===== config.mk =====
export PLATFORM = sky130hd
export DESIGN_NAME = pcbs_mul
export DESIGN_NICKNAME = d
export VERILOG_FILES = /design/src/rtl/pcbs_pkg.sv /design/src/rtl/pcbs_mul.sv
export SDC_FILE = /design/constraint.sdc
export NUM_CORES = 1
export LEC_CHECK = 0
export ABC_AREA = 1
export BUFFER_PORTS_ARGS = -buffer_cell sky130_fd_sc_hd__buf_2
export CORE_MARGIN = 8
export CORE_UTILIZATION = 45
export CTS_BUF_LIST = sky130_fd_sc_hd__clkbuf_8
export DETAILED_ROUTE_END_ITERATION = 6
export PLACE_DENSITY_LB_ADDON = 0.12
export SKIP_CTS_REPAIR_TIMING = 1
export SLEW_MARGIN = 15
export SYNTH_ARGS = -nofsm -noshare
export SYNTH_HDL_FRONTEND = slang
export SYNTH_SLANG_ARGS = --single-unit

===== constraint.sdc =====
create_clock -name clk -period 6.8 [get_ports clk]
set_input_delay 0.68 -clock clk [delete_from_list [all_inputs] [get_ports clk]]
set_output_delay 0.68 -clock clk [all_outputs]
set_load 0.02 [all_outputs]

===== src/rtl/pcbs_pkg.sv =====
`default_nettype none

package pcbs_pkg;

    // Field widths
    localparam int COORD_W  = 16;
    localparam int IDX_W    = 6;
    localparam int T_W      = 17;
    localparam int SEGCNT_W = 5;

    // Shared multiplier operand and product widths
    localparam int MUL_A_W = 33;
    localparam int MUL_B_W = 17;
    localparam int MUL_P_W = MUL_A_W + MUL_B_W;

    // Bernstein weight width (weights reach 2^48)
    localparam int WEIGHT_W = 49;
    localparam int ACC_W    = 64;

    // Command modes
    localparam logic [1:0] MODE_WRITE  = 2'd0;
    localparam logic [1:0] MODE_SAMPLE = 2'd1;
    localparam logic [1:0] MODE_SMOOTH = 2'd2;

    typedef struct packed {
        logic [1:0]               mode;
        logic [IDX_W-1:0]         point_index;
        logic signed [COORD_W-1:0] in_x;
        logic signed [COORD_W-1:0] in_y;
        logic signed [COORD_W-1:0] in_z;
        logic [T_W-1:0]           param_t;
    } cmd_item_t;

    typedef struct packed {
        logic signed [COORD_W-1:0] out_x;
        logic signed [COORD_W-1:0] out_y;
        logic signed [COORD_W-1:0] out_z;
    } result_item_t;

    typedef logic [SEGCNT_W-1:0] cfg_item_t;

    typedef struct packed {
        logic signed [COORD_W-1:0] x;
        logic signed [COORD_W-1:0] y;
        logic signed [COORD_W-1:0] z;
    } point_t;

    typedef struct packed {
        logic             en;
        logic [IDX_W-1:0] addr;
        point_t           data;
    } wr_req_t;

endpackage

`default_nettype wire


===== src/rtl/pcbs_mul.sv =====
`default_nettype none

// Shared unsigned multiplier, product registered
module pcbs_mul (
    input  wire logic                           clk,
    input  wire logic [pcbs_pkg::MUL_A_W-1:0]   a,
    input  wire logic [pcbs_pkg::MUL_B_W-1:0]   b,
    output logic [pcbs_pkg::MUL_P_W-1:0]        prod
);
    import pcbs_pkg::*;

    logic [MUL_P_W-1:0] prod_reg;

    always_ff @(posedge clk)
    begin
        prod_reg <= MUL_P_W'(a) * MUL_P_W'(b);
    end

    assign prod = prod_reg;

endmodule

`default_nettype wire


==> results by group, run 1 <==
Floorplanning
  • Initial Util: 45.51%
  • Chip Height: roughly 230 um
  • Row count: 78
  • Core ar.: around 45000 um^2
  • DIE WIDTH: approximately 230 um
  • Die area: ~53000 um^2
  • I/O Pins: 101

Global routing
  • Number of global-route vias before repair: around 19000
  • Remaining Overflow, GRT: 0
  • Initial antenna violation count: 1
  • Pin count of the biggest net entering global routing: 34
  • GRT Overall Usage: a little under a quarter
  • First-pass GRT wire length: 97.06 mm

Drt
  • Via density: approximately 4.8
  • DRC Markers: 0
  • Vias: roughly 16000
  • Post-detailed-route count of antenna-violating nets: 0
  • Initial DRC Count: approximately 820
  • Wire per inst: roughly 17 um
  • DRT Pass-1 Iters: 5
  • Final wirelength: 57.61 mm

Synth
  • Top FF cell, synth: dfxtp_1
  • Synthesized cell area: around 21000 um^2
  • YS warnings: 0
  • Synthesized area per cell: about 7.2 um^2
  • Synth unique cells: 27
  • Ys async rst share: 0%
  • Synth Register Bits: 50
  • Synth Net Count: ~3500
  • Mapped Cells: 2870
  • EDFF count, synth: 0
  • Post-synthesis sequential area ratio: 4.846%

Final layout
  • Most frequent cells in the layout: inv_1 (955), nand2_1 (924), fa_1 (464), ha_1 (124), buf_2 (100)
  • Layout cell share with drive strength beyond 1: under 10%
  • Reg area: 1001 um^2
  • Layout area overhead: 5.028%
  • Final-stage net count: 3500
  • Fillers: between 4000 and 5000
  • Commonest non-fill, non-tap cell in the layout: inv_1
  • Multi-input gate area: 15550 um^2
  • Max reg flops: 50

STA
  • Final Setup Violations: 0
  • Max Clk Rate: between 150 and 200 MHz
  • Setup_tns: 0 ns
  • Fin. Hold Viols: 0
  • Slew @ Worst Pin: a little under 0.9 ns
  • Final cycle utilization of the critical path: ~92%
  • Hold slack final: approximately 0.85 ns
  • Slew Limit Fails: 0
  • RSZ-0062 raised after global routing: no
  • Rel. slew slack: roughly 40%
  • Minimum clock period: between 6 and 7 ns

Placed design
  • Dpl hpwl: ~48 mm
  • Routability cong.: between 0.9 and 1
  • Port-buffer cells: 100

Worst setup path
  • Critical path, cell by cell: buf_2 > buf_4 > nand2_1 > fa_1 > inv_1 > fa_1 > inv_1 > fa_1 > inv_1 > fa_1 > fa_1 > inv_1 > fa_1 > inv_1 > ha_1 > nand2_1 > nor2_1 > nand2_1 > inv_1 > nand2_1 > nor2_1 > nand2_1 > nand4_1 > nand2_1
  • Arrival @ worst endpoint: about 6.5 ns
  • Startpoint type of the worst setup path: input pin
  • Crit path max fanout: 27
  • CP endpoint kind: flip-flop
  • Worst EP required: 7.01 ns
  • CP peak stage delay: between 0.5 and 0.6 ns
  • Crit path kind: in -> reg
  • Worst path top cell family by delay: adder cells
  • Slowest-stage cell, CP: buf_2
  • CP bufs+invs: 8

Worst hold path
  • HP Class: in -> reg
  • Hold Path Stages: 3
  • Hold_sp: a[0]
  • Hold Path Sink: prod[0]$_DFF_P_

Status
  • Status: finished, final reports clean

Clock network
  • H-tree depth: 2
  • Clk sinks: 50
  • Worst-path clk slew: ~0.10 ns
  • CTS tree: yes
  • CTS Buffer Depth: 2
  • Root Buffer: clkbuf_8
  • Num CTS Buffers: 5

Job
  • Max-cap violations: 0
-- synth_stat cells (3+ instances only) --
cell / instances / area [um^2]
a21oi_1: 26 / 130.1
a31oi_1: 3 / 18.77
clkbuf_1: 134 / 503.0
dfxtp_1: 50 / 1001
fa_1: 464 / 9289
ha_1: 124 / 1551
inv_1: 955 / 3585
inv_2: 3 / 11.26
nand2_1: 924 / 3468
nand2_2: 6 / 37.54
nand3_1: 38 / 190.2
nand3_2: 8 / 80.08
nand4_1: 7 / 43.79
nor2_1: 63 / 236.5
nor2_2: 15 / 93.84
nor2_4: 3 / 33.78
nor3_1: 7 / 35.03
o21bai_1: 5 / 37.54
xnor2_1: 6 / 52.55
xor2_1: 22 / 192.7
-- stage by stage --
stage | area (um^2) | utilization [%] | setup WS (ns) | std cells
4_1_cts | 21690 | 47.79 | 0.5779 | 3462
5_1_grt | 21690 | 47.79 | 0.2167 | 3462
6_report | 21690 | 47.80 | 0.5329 | 3463
2_1_floorplan | 20650 | - | 1.123 | 2870
3_3_place_gp | 21600 | 47.60 | 0.2289 | 3454
3_5_place_dp | 21600 | 47.60 | 0.2298 | 3454
-- metal layers --
metal | track usage, % | vias to the layer above | routed length (um)
met4 | 7.444 | 0 | 2153
met5 | 0 | - | 0
li1 | - | 7755 | -
met1 | 27.62 | 8153 | 23340
met3 | 2.056 | 122 | 2688
met2 | 42.22 | 457 | 29420
-- kinds of logic (layout without fill, tap and decap cells) --
| family | count (synthesis) | count (layout) | share of synthesized area (%) |
|---|---|---|---|
| AOI/OAI and AO/OA | 35 | 35 | 0.9269 |
| adders and majority gates | 588 | 588 | 52.49 |
| DFF | 50 | 50 | 4.846 |
| buffers and inverters | 1092 | 1084 | 19.85 |
| xor gates and xnor gates | 28 | 28 | 1.187 |
| and+or+nand+nor | 1077 | 1077 | 20.71 |
| other | 0 | 1 | 0 |
-- how the worst max path moves through the flow --
stage                     start                to  cells after the start
after global placement     b[2]  prod[47]$_DFF_P_                     24
after CTS                  b[2]  prod[47]$_DFF_P_                     24
after global routing       b[2]  prod[47]$_DFF_P_                     25
after detailed placement   b[2]  prod[47]$_DFF_P_                     24
final                      b[2]  prod[47]$_DFF_P_                     24
after floorplan           a[30]  prod[33]$_DFF_P_                     24
-- cell type report --
cell class,count,share of cell area (%)
well taps,600,3.461
clock buffers,5,0.3172
diodes,1,0.01154
inverters,958,16.58
flip-flops and latches,50,4.614
clock inverters,3,0.09806
multi-input cells,1728,71.70
repair buffers,118,3.219
Power of run 1 is not shown: default switching activity piles up to over one toggle a cycle in this logic, so the estimate is an artifact.
==> run 2, diff against run 1 <==
--- a/config.mk
+++ b/config.mk
@@ -9,7 +9,7 @@
 export BUFFER_PORTS_ARGS = -buffer_cell sky130_fd_sc_hd__buf_2
 export CORE_MARGIN = 8
 export CORE_UTILIZATION = 45
-export CTS_BUF_LIST = sky130_fd_sc_hd__clkbuf_8
+export CTS_BUF_LIST = sky130_fd_sc_hd__clkbuf_8 sky130_fd_sc_hd__clkbuf_16
 export DETAILED_ROUTE_END_ITERATION = 6
 export PLACE_DENSITY_LB_ADDON = 0.12
 export SKIP_CTS_REPAIR_TIMING = 1
==> results by group, run 2 (synthesized netlist as in run 1, its figures left out) <==
Final layout
  • Layout cell share with drive strength beyond 1: under 10%
  • Max reg flops: 50
  • Commonest non-fill, non-tap cell in the layout: inv_1
  • Fillers: 4715
  • Most frequent cells in the layout: inv_1 (955), nand2_1 (924), fa_1 (464), ha_1 (124), buf_2 (100)
  • Layout area overhead: 5.301%
  • Final-stage net count: 3500

Drt
  • Wire per inst: about 17 um
  • Final wirelength: around 58 mm
  • Vias: ~16000
  • DRC Markers: 0
  • DRT Pass-1 Iters: 5
  • Initial DRC Count: between 700 and 800
  • Post-detailed-route count of antenna-violating nets: 0
  • Via density: 4.757

Clock network
  • CTS tree: yes
  • H-tree depth: 2
  • Clk sinks: 50
  • Root Buffer: clkbuf_16
  • Num CTS Buffers: 5
  • CTS Buffer Depth: 2
  • Worst-path clk slew: 0.07 ns

Floorplanning
  • Initial Util: 45.51%
  • I/O Pins: between 100 and 150
  • DIE WIDTH: between 200 and 250 um
  • Row count: 78
  • Chip Height: approximately 230 um
  • Core ar.: ~45000 um^2
  • Die area: 53010 um^2

STA
  • Final cycle utilization of the critical path: 92.67%
  • Slew @ Worst Pin: 0.8951 ns
  • Hold slack final: around 0.88 ns
  • Setup_tns: 0 ns
  • Fin. Hold Viols: 0
  • Final Setup Violations: 0
  • Minimum clock period: between 6 and 7 ns
  • RSZ-0062 raised after global routing: no
  • Slew Limit Fails: 0
  • Max Clk Rate: around 160 MHz
  • Rel. slew slack: 40.33%

Global routing
  • Number of global-route vias before repair: 18780
  • GRT Overall Usage: a little under a quarter
  • Remaining Overflow, GRT: 0
  • Initial antenna violation count: 1
  • First-pass GRT wire length: a little under 100 mm
  • Pin count of the biggest net entering global routing: 34

Job
  • Max-cap violations: 0

Worst setup path
  • Arrival @ worst endpoint: between 6 and 7 ns
  • Crit path kind: in -> reg
  • CP endpoint kind: flip-flop
  • Worst EP required: 6.98 ns
  • Startpoint type of the worst setup path: input pin
  • Crit path max fanout: 27

Placed design
  • Dpl hpwl: around 48 mm
  • Routability cong.: 0.9021
  • Port-buffer cells: 100

Worst hold path
  • Hold Path Stages: 3
  • HP Class: in -> reg

Status
  • Status: finished, final reports clean
-- run 2: cell counts in the layout (fill, tap and decap cells not counted) --
Identical to the previous run, type by type.
-- run 2: stage by stage --
stage                     cell area, um^2  utilization [%]  cells  worst slack (ns)
after global routing                21750            47.92   3462            0.1776
final                               21750            47.92   3463            0.4984
after global placement              21600            47.60   3454            0.2289
after floorplan                     20650                -   2870             1.123
after CTS                           21750            47.92   3462            0.5452
after detailed placement            21600            47.60   3454            0.2298
-- run 2: layout make-up --
| type | instances | area [um^2] | area share, % |
|---|---|---|---|
| clock inverter | 3 | 21.27 | 0.09780 |
| inverter | 958 | 3596 | 16.53 |
| timing repair buffer | 118 | 698.2 | 3.210 |
| tap | 600 | 750.7 | 3.452 |
| sequential | 50 | 1001 | 4.602 |
| clock buffer | 5 | 125.1 | 0.5753 |
| multi-input combinational | 1728 | 15550 | 71.52 |
| antenna | 1 | 2.502 | 0.01151 |
-- run 2: worst paths after layout --
| path | startpoint | endpoint | slack, ns |
|---|---|---|---|
| min | a[0] | prod[0]$_DFF_P_ | 0.88 |
| max | b[2] | prod[47]$_DFF_P_ | 0.50 |
-- run 2: worst max-delay path, stage by stage --
cell	delay, ns
buf_2	0.55
buf_4	0.29
nand2_1	0.09
fa_1	0.55
inv_1	0.06
fa_1	0.53
inv_1	0.05
fa_1	0.49
inv_1	0.05
fa_1	0.51
fa_1	0.51
inv_1	0.05
fa_1	0.48
inv_1	0.04
ha_1	0.43
nand2_1	0.15
nor2_1	0.20
nand2_1	0.12
inv_1	0.07
nand2_1	0.10
nor2_1	0.13
nand2_1	0.12
nand4_1	0.12
nand2_1	0.09
-- run 2: layer usage --
layer / vias to the layer above / track usage, % / wire, um
met5: - / 0 / 0
met4: 0 / 7.424 / 2131
met3: 123 / 1.933 / 2569
met2: 436 / 42.19 / 29470
met1: 8154 / 27.64 / 23410
li1: 7759 / - / -
Power of run 2 is left out for the same reason.
