--- src/rtl/pcbs_pkg.sv ---
`default_nettype none

package pcbs_pkg;

    // Field widths
    localparam int COORD_W  = 16;
    localparam int IDX_W    = 6;
    localparam int T_W      = 17;
    localparam int SEGCNT_W = 5;

    // Shared multiplier operand and product widths
    localparam int MUL_A_W = 33;
    localparam int MUL_B_W = 17;
    localparam int MUL_P_W = MUL_A_W + MUL_B_W;

    // Bernstein weight width (weights reach 2^48)
    localparam int WEIGHT_W = 49;
    localparam int ACC_W    = 64;

    // Command modes
    localparam logic [1:0] MODE_WRITE  = 2'd0;
    localparam logic [1:0] MODE_SAMPLE = 2'd1;
    localparam logic [1:0] MODE_SMOOTH = 2'd2;

    typedef struct packed {
        logic [1:0]               mode;
        logic [IDX_W-1:0]         point_index;
        logic signed [COORD_W-1:0] in_x;
        logic signed [COORD_W-1:0] in_y;
        logic signed [COORD_W-1:0] in_z;
        logic [T_W-1:0]           param_t;
    } cmd_item_t;

    typedef struct packed {
        logic signed [COORD_W-1:0] out_x;
        logic signed [COORD_W-1:0] out_y;
        logic signed [COORD_W-1:0] out_z;
    } result_item_t;

    typedef logic [SEGCNT_W-1:0] cfg_item_t;

    typedef struct packed {
        logic signed [COORD_W-1:0] x;
        logic signed [COORD_W-1:0] y;
        logic signed [COORD_W-1:0] z;
    } point_t;

    typedef struct packed {
        logic             en;
        logic [IDX_W-1:0] addr;
        point_t           data;
    } wr_req_t;

endpackage

`default_nettype wire

--- src/rtl/pcbs_ram.sv ---
`default_nettype none

// Single-port-write, single-port-read RAM with registered read data
module pcbs_ram #(
    parameter int WIDTH = 48,
    parameter int DEPTH = 49
) (
    input  wire logic                     clk,
    input  wire logic                     we,
    input  wire logic [$clog2(DEPTH)-1:0] waddr,
    input  wire logic [WIDTH-1:0]         wdata,
    input  wire logic [$clog2(DEPTH)-1:0] raddr,
    output logic [WIDTH-1:0]              rdata
);

    logic [WIDTH-1:0] mem [DEPTH];
    logic [WIDTH-1:0] rdata_reg;

    always_ff @(posedge clk)
    begin
        if (we)
        begin
            mem[waddr] <= wdata;
        end
        rdata_reg <= mem[raddr];
    end

    assign rdata = rdata_reg;

endmodule

`default_nettype wire

--- src/rtl/pcbs_point_store.sv ---
`default_nettype none

// Control point table: RAM plus per-entry written flags.
// An entry never written reads as its reset point (0, i*256, 0).
module pcbs_point_store #(
    parameter int DEPTH = 49
) (
    input  wire logic                          clk,
    input  wire logic                          rst_n,
    input  wire pcbs_pkg::wr_req_t             wr,
    input  wire logic [pcbs_pkg::IDX_W-1:0]    raddr,
    output pcbs_pkg::point_t                   rd
);
    import pcbs_pkg::*;

    localparam int AW = $clog2(DEPTH);

    logic             wr_ok;
    logic [AW-1:0]    wa;
    logic [AW-1:0]    ra;
    logic [DEPTH-1:0] valid_reg;
    logic             rd_valid_reg;
    logic [IDX_W-1:0] rd_idx_reg;
    logic [3*COORD_W-1:0] ram_q;
    point_t           ram_pt;

    // Writes past the table are dropped
    assign wr_ok = wr.en && (32'(wr.addr) < 32'(DEPTH));
    assign wa    = wr.addr[AW-1:0];
    assign ra    = raddr[AW-1:0];

    pcbs_ram #(
        .WIDTH (3 * COORD_W),
        .DEPTH (DEPTH)
    ) u_ram (
        .clk   (clk),
        .we    (wr_ok),
        .waddr (wa),
        .wdata (wr.data),
        .raddr (ra),
        .rdata (ram_q)
    );

    // Written flags
    always_ff @(posedge clk or negedge rst_n)
    begin
        if (!rst_n)
        begin
            valid_reg    <= '0;
            rd_valid_reg <= 1'b0;
        end
        else
        begin
            if (wr_ok)
            begin
                valid_reg[wa] <= 1'b1;
            end
            rd_valid_reg <= valid_reg[ra];
        end
    end

    always_ff @(posedge clk)
    begin
        rd_idx_reg <= raddr;
    end

    // Substitute the reset point for unwritten entries
    always_comb
    begin
        ram_pt = point_t'(ram_q);
        if (rd_valid_reg)
        begin
            rd = ram_pt;
        end
        else
        begin
            rd.x = '0;
            rd.y = COORD_W'({rd_idx_reg, 8'h00});
            rd.z = '0;
        end
    end

endmodule

`default_nettype wire

--- config.mk ---
export PLATFORM = sky130hd
export DESIGN_NAME = pcbs_point_store
export DESIGN_NICKNAME = d
export VERILOG_FILES = /design/src/rtl/pcbs_pkg.sv /design/src/rtl/pcbs_ram.sv /design/src/rtl/pcbs_point_store.sv
export SDC_FILE = /design/constraint.sdc
export NUM_CORES = 2
export LEC_CHECK = 0
export BUFFER_PORTS_ARGS = -buffer_cell sky130_fd_sc_hd__buf_2
export CELL_PAD_IN_SITES_DETAIL_PLACEMENT = 0
export CELL_PAD_IN_SITES_GLOBAL_PLACEMENT = 1
export CORE_AREA = 2 2 465 467
export CTS_CLUSTER_DIAMETER = 120
export DETAILED_ROUTE_END_ITERATION = 8
export DIE_AREA = 0 0 467 469
export GPL_ROUTABILITY_DRIVEN = 0
export PLACE_DENSITY = 0.76
export SLEW_MARGIN = 20
export SYNTH_ARGS = -nofsm -noshare
export SYNTH_HDL_FRONTEND = slang
export SYNTH_HIERARCHICAL = 1
export SYNTH_SLANG_ARGS = --single-unit
export TNS_END_PERCENT = 1
--- constraint.sdc ---
create_clock -name clk -period 3.9 [get_ports clk]
set_clock_uncertainty 0.05 [all_clocks]
set_input_delay 1.17 -clock clk [delete_from_list [all_inputs] [get_ports clk]]
set_output_delay 1.17 -clock clk [all_outputs]
set_load 0.05 [all_outputs]
==> results.rst <==
.. list-table::
   :header-rows: 1

   * - Metric
     - Value
   * - Number of unique standard cell types used by synthesis
     - 57
   * - Post-synthesis mux area share
     - between 10% and 20%
   * - Routed wirelength normalized by instance count
     - around 31 µm
   * - Min-Delay Path Class
     - in -> async
   * - Number of gates resized after cts
     - 0
   * - Syn. warnings
     - 6
   * - P_sw
     - 11.7 mW
   * - Primary FF master, synth
     - sky130_fd_sc_hd__edfxtp_1
   * - Io pins
     - 111
   * - Compound-gate portion of the synthesized area
     - 3.38%
   * - Dominant combinational cell family by area after synthesis
     - multiplexers
   * - Clock insertion delay at the later pin of the skew report
     - between 800 and 900 ps
   * - Via count of the routed design
     - between 40,000 and 50,000
   * - Critical Path Sink Type
     - primary output
   * - Internal power
     - about 43 mW
   * - Wire length of the first global-routing pass
     - roughly 340 mm
   * - Unrepaired setup endpoints after global routing
     - false
   * - Share of synthesized flip-flops with an asynchronous set or reset
     - under 10%
   * - First DRT Iteration DRCs
     - roughly 5,700
   * - Slew at the pin closest to its max-slew limit
     - roughly 1100 ps
   * - Max_cap viols
     - 0
   * - PnR Total Power
     - approximately 55 mW
   * - Signed area change from the synthesized netlist to the final layout
     - 15.8%
   * - Synthesis-stage register bit count
     - about 2,500
   * - Final min period
     - approximately 3600 ps
   * - Run status
     - finished, final reports clean
   * - Setup slack after placement
     - 40.0 ps
   * - Fraction of power spent switching nets
     - a little over a fifth
   * - Hold Worst Slack
     - ~300 ps
   * - Largest net degree at the start of global routing
     - 68
   * - Number of buffers inserted by hold repair at cts
     - 0
   * - Dpl hpwl
     - 140 mm
   * - Capture instance of the worst register-to-register path
     - u_ram/rdata[37]
   * - Final Hold Viols
     - 0
   * - Number of design rule violations left after detail routing
     - 0
   * - Initial standard-cell utilization of the core
     - between 40% and 50%
   * - Synthesized area divided by synthesized cell count
     - approximately 22 µm²
   * - Combinational Power Share
     - ~5.5%
   * - Area of the core
     - 214,000 µm²
   * - Sinks on the clock net
     - between 2,000 and 2,500
   * - Initial DRT Pass Iterations
     - 5
   * - CP Max Fanout
     - 32
   * - Mapped cell area
     - between 90,000 and 100,000 µm²
   * - Sequential share of the synthesized area
     - about 78%
   * - Sequential power share
     - approximately 54%
   * - Die X-Extent
     - roughly 470 µm
   * - Number of filler cells placed in the layout
     - about 17,000
   * - Worst setup path class
     - reg -> out
   * - Vertical die dimension
     - ~470 µm
   * - Std-Cell Rows
     - 170
   * - Headroom to the max-slew limit
     - ~28%
   * - CTS clk-pin slew, worst paths
     - 60 ps
   * - Post-synthesis xor/xnor area fraction
     - 0%
   * - Via count of the first global-routing pass
     - 47,100
   * - Clock tree from TritonCTS
     - built
   * - Post-Synthesis Net Count
     - around 4,400
   * - Detailed-route wire length
     - roughly 240 mm
   * - Post-route fraction of the period consumed by the critical path
     - between 90% and 100%
   * - Clock Tree Root
     - sky130_fd_sc_hd__clkbuf_16
   * - Post-detailed-route via-to-cell ratio
     - ~6
   * - Flop-to-flop setup slack
     - about 1700 ps
   * - CTS H-tree lvls
     - 4
   * - Adder-cell share of the synthesized area
     - 0%
   * - Setup-violating endpoint count in the final report
     - 0
   * - EDFF count, synth
     - 2,352
   * - Overall routing resource usage
     - between 20% and 30%
   * - R2R cell count
     - 6
   * - Number of post-CTS setup repair buffers
     - 0
   * - Crit Reg-Reg Startpoint
     - u_ram/mem[11][37]
   * - TritonCTS buffer count
     - 236
   * - Total of buffers placed on input and output ports
     - 110
   * - Number of flip-flops in the largest register
     - 2,352
   * - Layout cells sized above 1
     - 26.2%
   * - FMAX
     - about 280 MHz
   * - Synthesized instance count
     - ~4,400
   * - P_leak
     - between 30 and 40 nW
   * - Final WS setup
     - 305 ps
   * - Die footprint
     - 219,000 µm²
   * - Required time worst endpoint
     - between 2000 and 3000 ps
   * - Clock network fraction of total power
     - between 40% and 50%
   * - Clk buf depth
     - 3
   * - Pins Over Slew Limit
     - 0
   * - Net count, final
     - between 4,000 and 5,000
   * - Power Dens Cells
     - between 500 and 600 nW/µm²
   * - Antenna violations before repair
     - 24
   * - VDD IR-drop max
     - between 0.4 and 0.5 mV
   * - Worst endpoint data arrival time
     - between 2000 and 2500 ps
   * - Total negative slack for setup checks
     - 0 ps
   * - Antenna-violating nets left
     - 0
   * - Simple-gate share of the synthesized area
     - between 1.5 and 2%
   * - Global route overflow
     - 0
   * - Crit path launch type
     - flip-flop
-- kinds of logic after synthesis --
logic type	after synthesis
muxes	844
and+or+nand+nor	376
DFF	2456
AOI/OAI and AO/OA	435
buffers and inverters	248
-- power by group through the flow --
| stage | registers, mW | clock network (mW) | logic, mW |
|---|---|---|---|
| floorplan | 29.8 | 0 | 1.73 |
| global placement | 29.9 | 0 | 2.98 |
| detailed placement | 29.9 | 0 | 3.04 |
| CTS | 29.4 | 22.8 | 3.05 |
| global route | 29.4 | 23.8 | 3.20 |
| finish | 29.4 | 22.5 | 3.02 |
-- critical path, cell delays in order, from the launching register on --
cell and delay (ps):
sky130_fd_sc_hd__dfrtp_2 370, sky130_fd_sc_hd__buf_4 430, sky130_fd_sc_hd__mux2_2 440, sky130_fd_sc_hd__buf_2 230
-- how the worst max path moves through the flow --
stage            startpoint               end  slack [ps]  depth (start not counted)
2_1_floorplan        wr[50]  u_ram/mem[48][0]        -410                          6
3_3_place_gp         wr[50]  u_ram/mem[14][8]         -50                          8
3_5_place_dp         wr[50]  u_ram/mem[14][6]          40                          8
4_1_cts        rd_valid_reg            rd[29]         200                          3
5_1_grt        rd_valid_reg            rd[29]         180                          3
6_report       rd_valid_reg            rd[29]         300                          3
-- per-layer routing --
| metal | vias to the layer above | part of all wire [%] | GRT usage (%) |
|---|---|---|---|
| li1 | 19200 | - | - |
| met1 | 25400 | 39 | 30.2 |
| met2 | 2370 | 49 | 36.1 |
| met3 | 387 | 8.8 | 3.82 |
| met4 | 14 | 2.5 | 6.35 |
| met5 | - | 0.047 | 0 |
-- cell usage after synthesis (3+ instances only) --
cell type | n | area (µm²)
sky130_fd_sc_hd__o21bai_1 | 24 | 180
sky130_fd_sc_hd__a21o_1 | 24 | 180
sky130_fd_sc_hd__or3_1 | 4 | 25.0
sky130_fd_sc_hd__o221ai_1 | 51 | 447
sky130_fd_sc_hd__inv_1 | 3 | 11.3
sky130_fd_sc_hd__clkbuf_1 | 100 | 375
sky130_fd_sc_hd__a22oi_1 | 58 | 435
sky130_fd_sc_hd__a2111oi_0 | 5 | 43.8
sky130_fd_sc_hd__nor4b_1 | 3 | 26.3
sky130_fd_sc_hd__mux2_2 | 10 | 113
sky130_fd_sc_hd__o22ai_1 | 98 | 613
sky130_fd_sc_hd__nor3_1 | 11 | 55.1
sky130_fd_sc_hd__buf_12 | 3 | 60.1
sky130_fd_sc_hd__a21oi_1 | 6 | 30.0
sky130_fd_sc_hd__a221oi_1 | 14 | 123
sky130_fd_sc_hd__mux2i_1 | 359 | 3590
sky130_fd_sc_hd__edfxtp_1 | 2352 | 70600
sky130_fd_sc_hd__buf_6 | 26 | 293
sky130_fd_sc_hd__nand2_1 | 91 | 342
sky130_fd_sc_hd__nor2_1 | 106 | 398
sky130_fd_sc_hd__buf_1 | 15 | 56.3
sky130_fd_sc_hd__buf_2 | 64 | 320
sky130_fd_sc_hd__a311oi_1 | 27 | 236
sky130_fd_sc_hd__o211ai_1 | 27 | 203
sky130_fd_sc_hd__dfxtp_1 | 54 | 1080
sky130_fd_sc_hd__nor2b_1 | 12 | 75.1
sky130_fd_sc_hd__and2_1 | 60 | 375
sky130_fd_sc_hd__mux4_2 | 472 | 10600
sky130_fd_sc_hd__o32ai_1 | 16 | 140
sky130_fd_sc_hd__nand3_1 | 16 | 80.1
sky130_fd_sc_hd__o21ai_0 | 46 | 230
sky130_fd_sc_hd__dfrtp_1 | 50 | 1250
sky130_fd_sc_hd__and3_1 | 36 | 225
sky130_fd_sc_hd__buf_4 | 34 | 255
sky130_fd_sc_hd__nand2b_1 | 21 | 131
sky130_fd_sc_hd__nand3b_1 | 5 | 37.5
sky130_fd_sc_hd__a211oi_1 | 31 | 233
-- through the flow --
| step | area (µm²) | utilization, % | instances |
|---|---|---|---|
| after floorplan | 94000 | - | 4359 |
| after global placement | 101000 | 47.2 | 7369 |
| after detailed placement | 101000 | 47.2 | 7369 |
| after CTS | 109000 | 50.8 | 7813 |
| after global routing | 109000 | 50.8 | 7825 |
| final | 109000 | 50.8 | 7827 |
-- placed cells by master, fill, tap and decap left out, types with 15 or more instances in the layout --
master	synthesis	routed
sky130_fd_sc_hd__a211oi_1	31	31
sky130_fd_sc_hd__a21o_1	24	24
sky130_fd_sc_hd__a22oi_1	58	58
sky130_fd_sc_hd__a311oi_1	27	27
sky130_fd_sc_hd__and2_1	60	60
sky130_fd_sc_hd__and3_1	36	36
sky130_fd_sc_hd__buf_12	3	127
sky130_fd_sc_hd__buf_2	64	103
sky130_fd_sc_hd__buf_4	34	183
sky130_fd_sc_hd__bufinv_16	0	18
sky130_fd_sc_hd__clkbuf_1	100	73
sky130_fd_sc_hd__clkbuf_16	0	238
sky130_fd_sc_hd__clkbuf_8	0	19
sky130_fd_sc_hd__clkinv_1	0	37
sky130_fd_sc_hd__clkinv_2	0	39
sky130_fd_sc_hd__dfrtp_1	50	49
sky130_fd_sc_hd__dfxtp_1	54	54
sky130_fd_sc_hd__edfxtp_1	2352	2352
sky130_fd_sc_hd__mux2i_1	359	359
sky130_fd_sc_hd__mux4_2	472	472
sky130_fd_sc_hd__nand2_1	91	90
sky130_fd_sc_hd__nand2b_1	21	19
sky130_fd_sc_hd__nand3_1	16	15
sky130_fd_sc_hd__nor2_1	106	57
sky130_fd_sc_hd__nor2_4	0	49
sky130_fd_sc_hd__o211ai_1	27	27
sky130_fd_sc_hd__o21ai_0	46	46
sky130_fd_sc_hd__o21bai_1	24	24
sky130_fd_sc_hd__o221ai_1	51	51
sky130_fd_sc_hd__o22ai_1	98	98
sky130_fd_sc_hd__o32ai_1	16	16
-- layout make-up --
class | count | area [µm²] | share of cell area [%]
flip-flops and latches | 2456 | 73000 | 67.2
multi-input cells | 1655 | 19900 | 18.3
clock buffers | 330 | 6490 | 5.98
repair buffers | 416 | 4480 | 4.12
well taps | 2838 | 3550 | 3.27
clock inverters | 114 | 1220 | 1.13
diodes | 14 | 35.0 | 0.0323
inverters | 4 | 21.3 | 0.0196
Power figures use the tool's default switching activity.
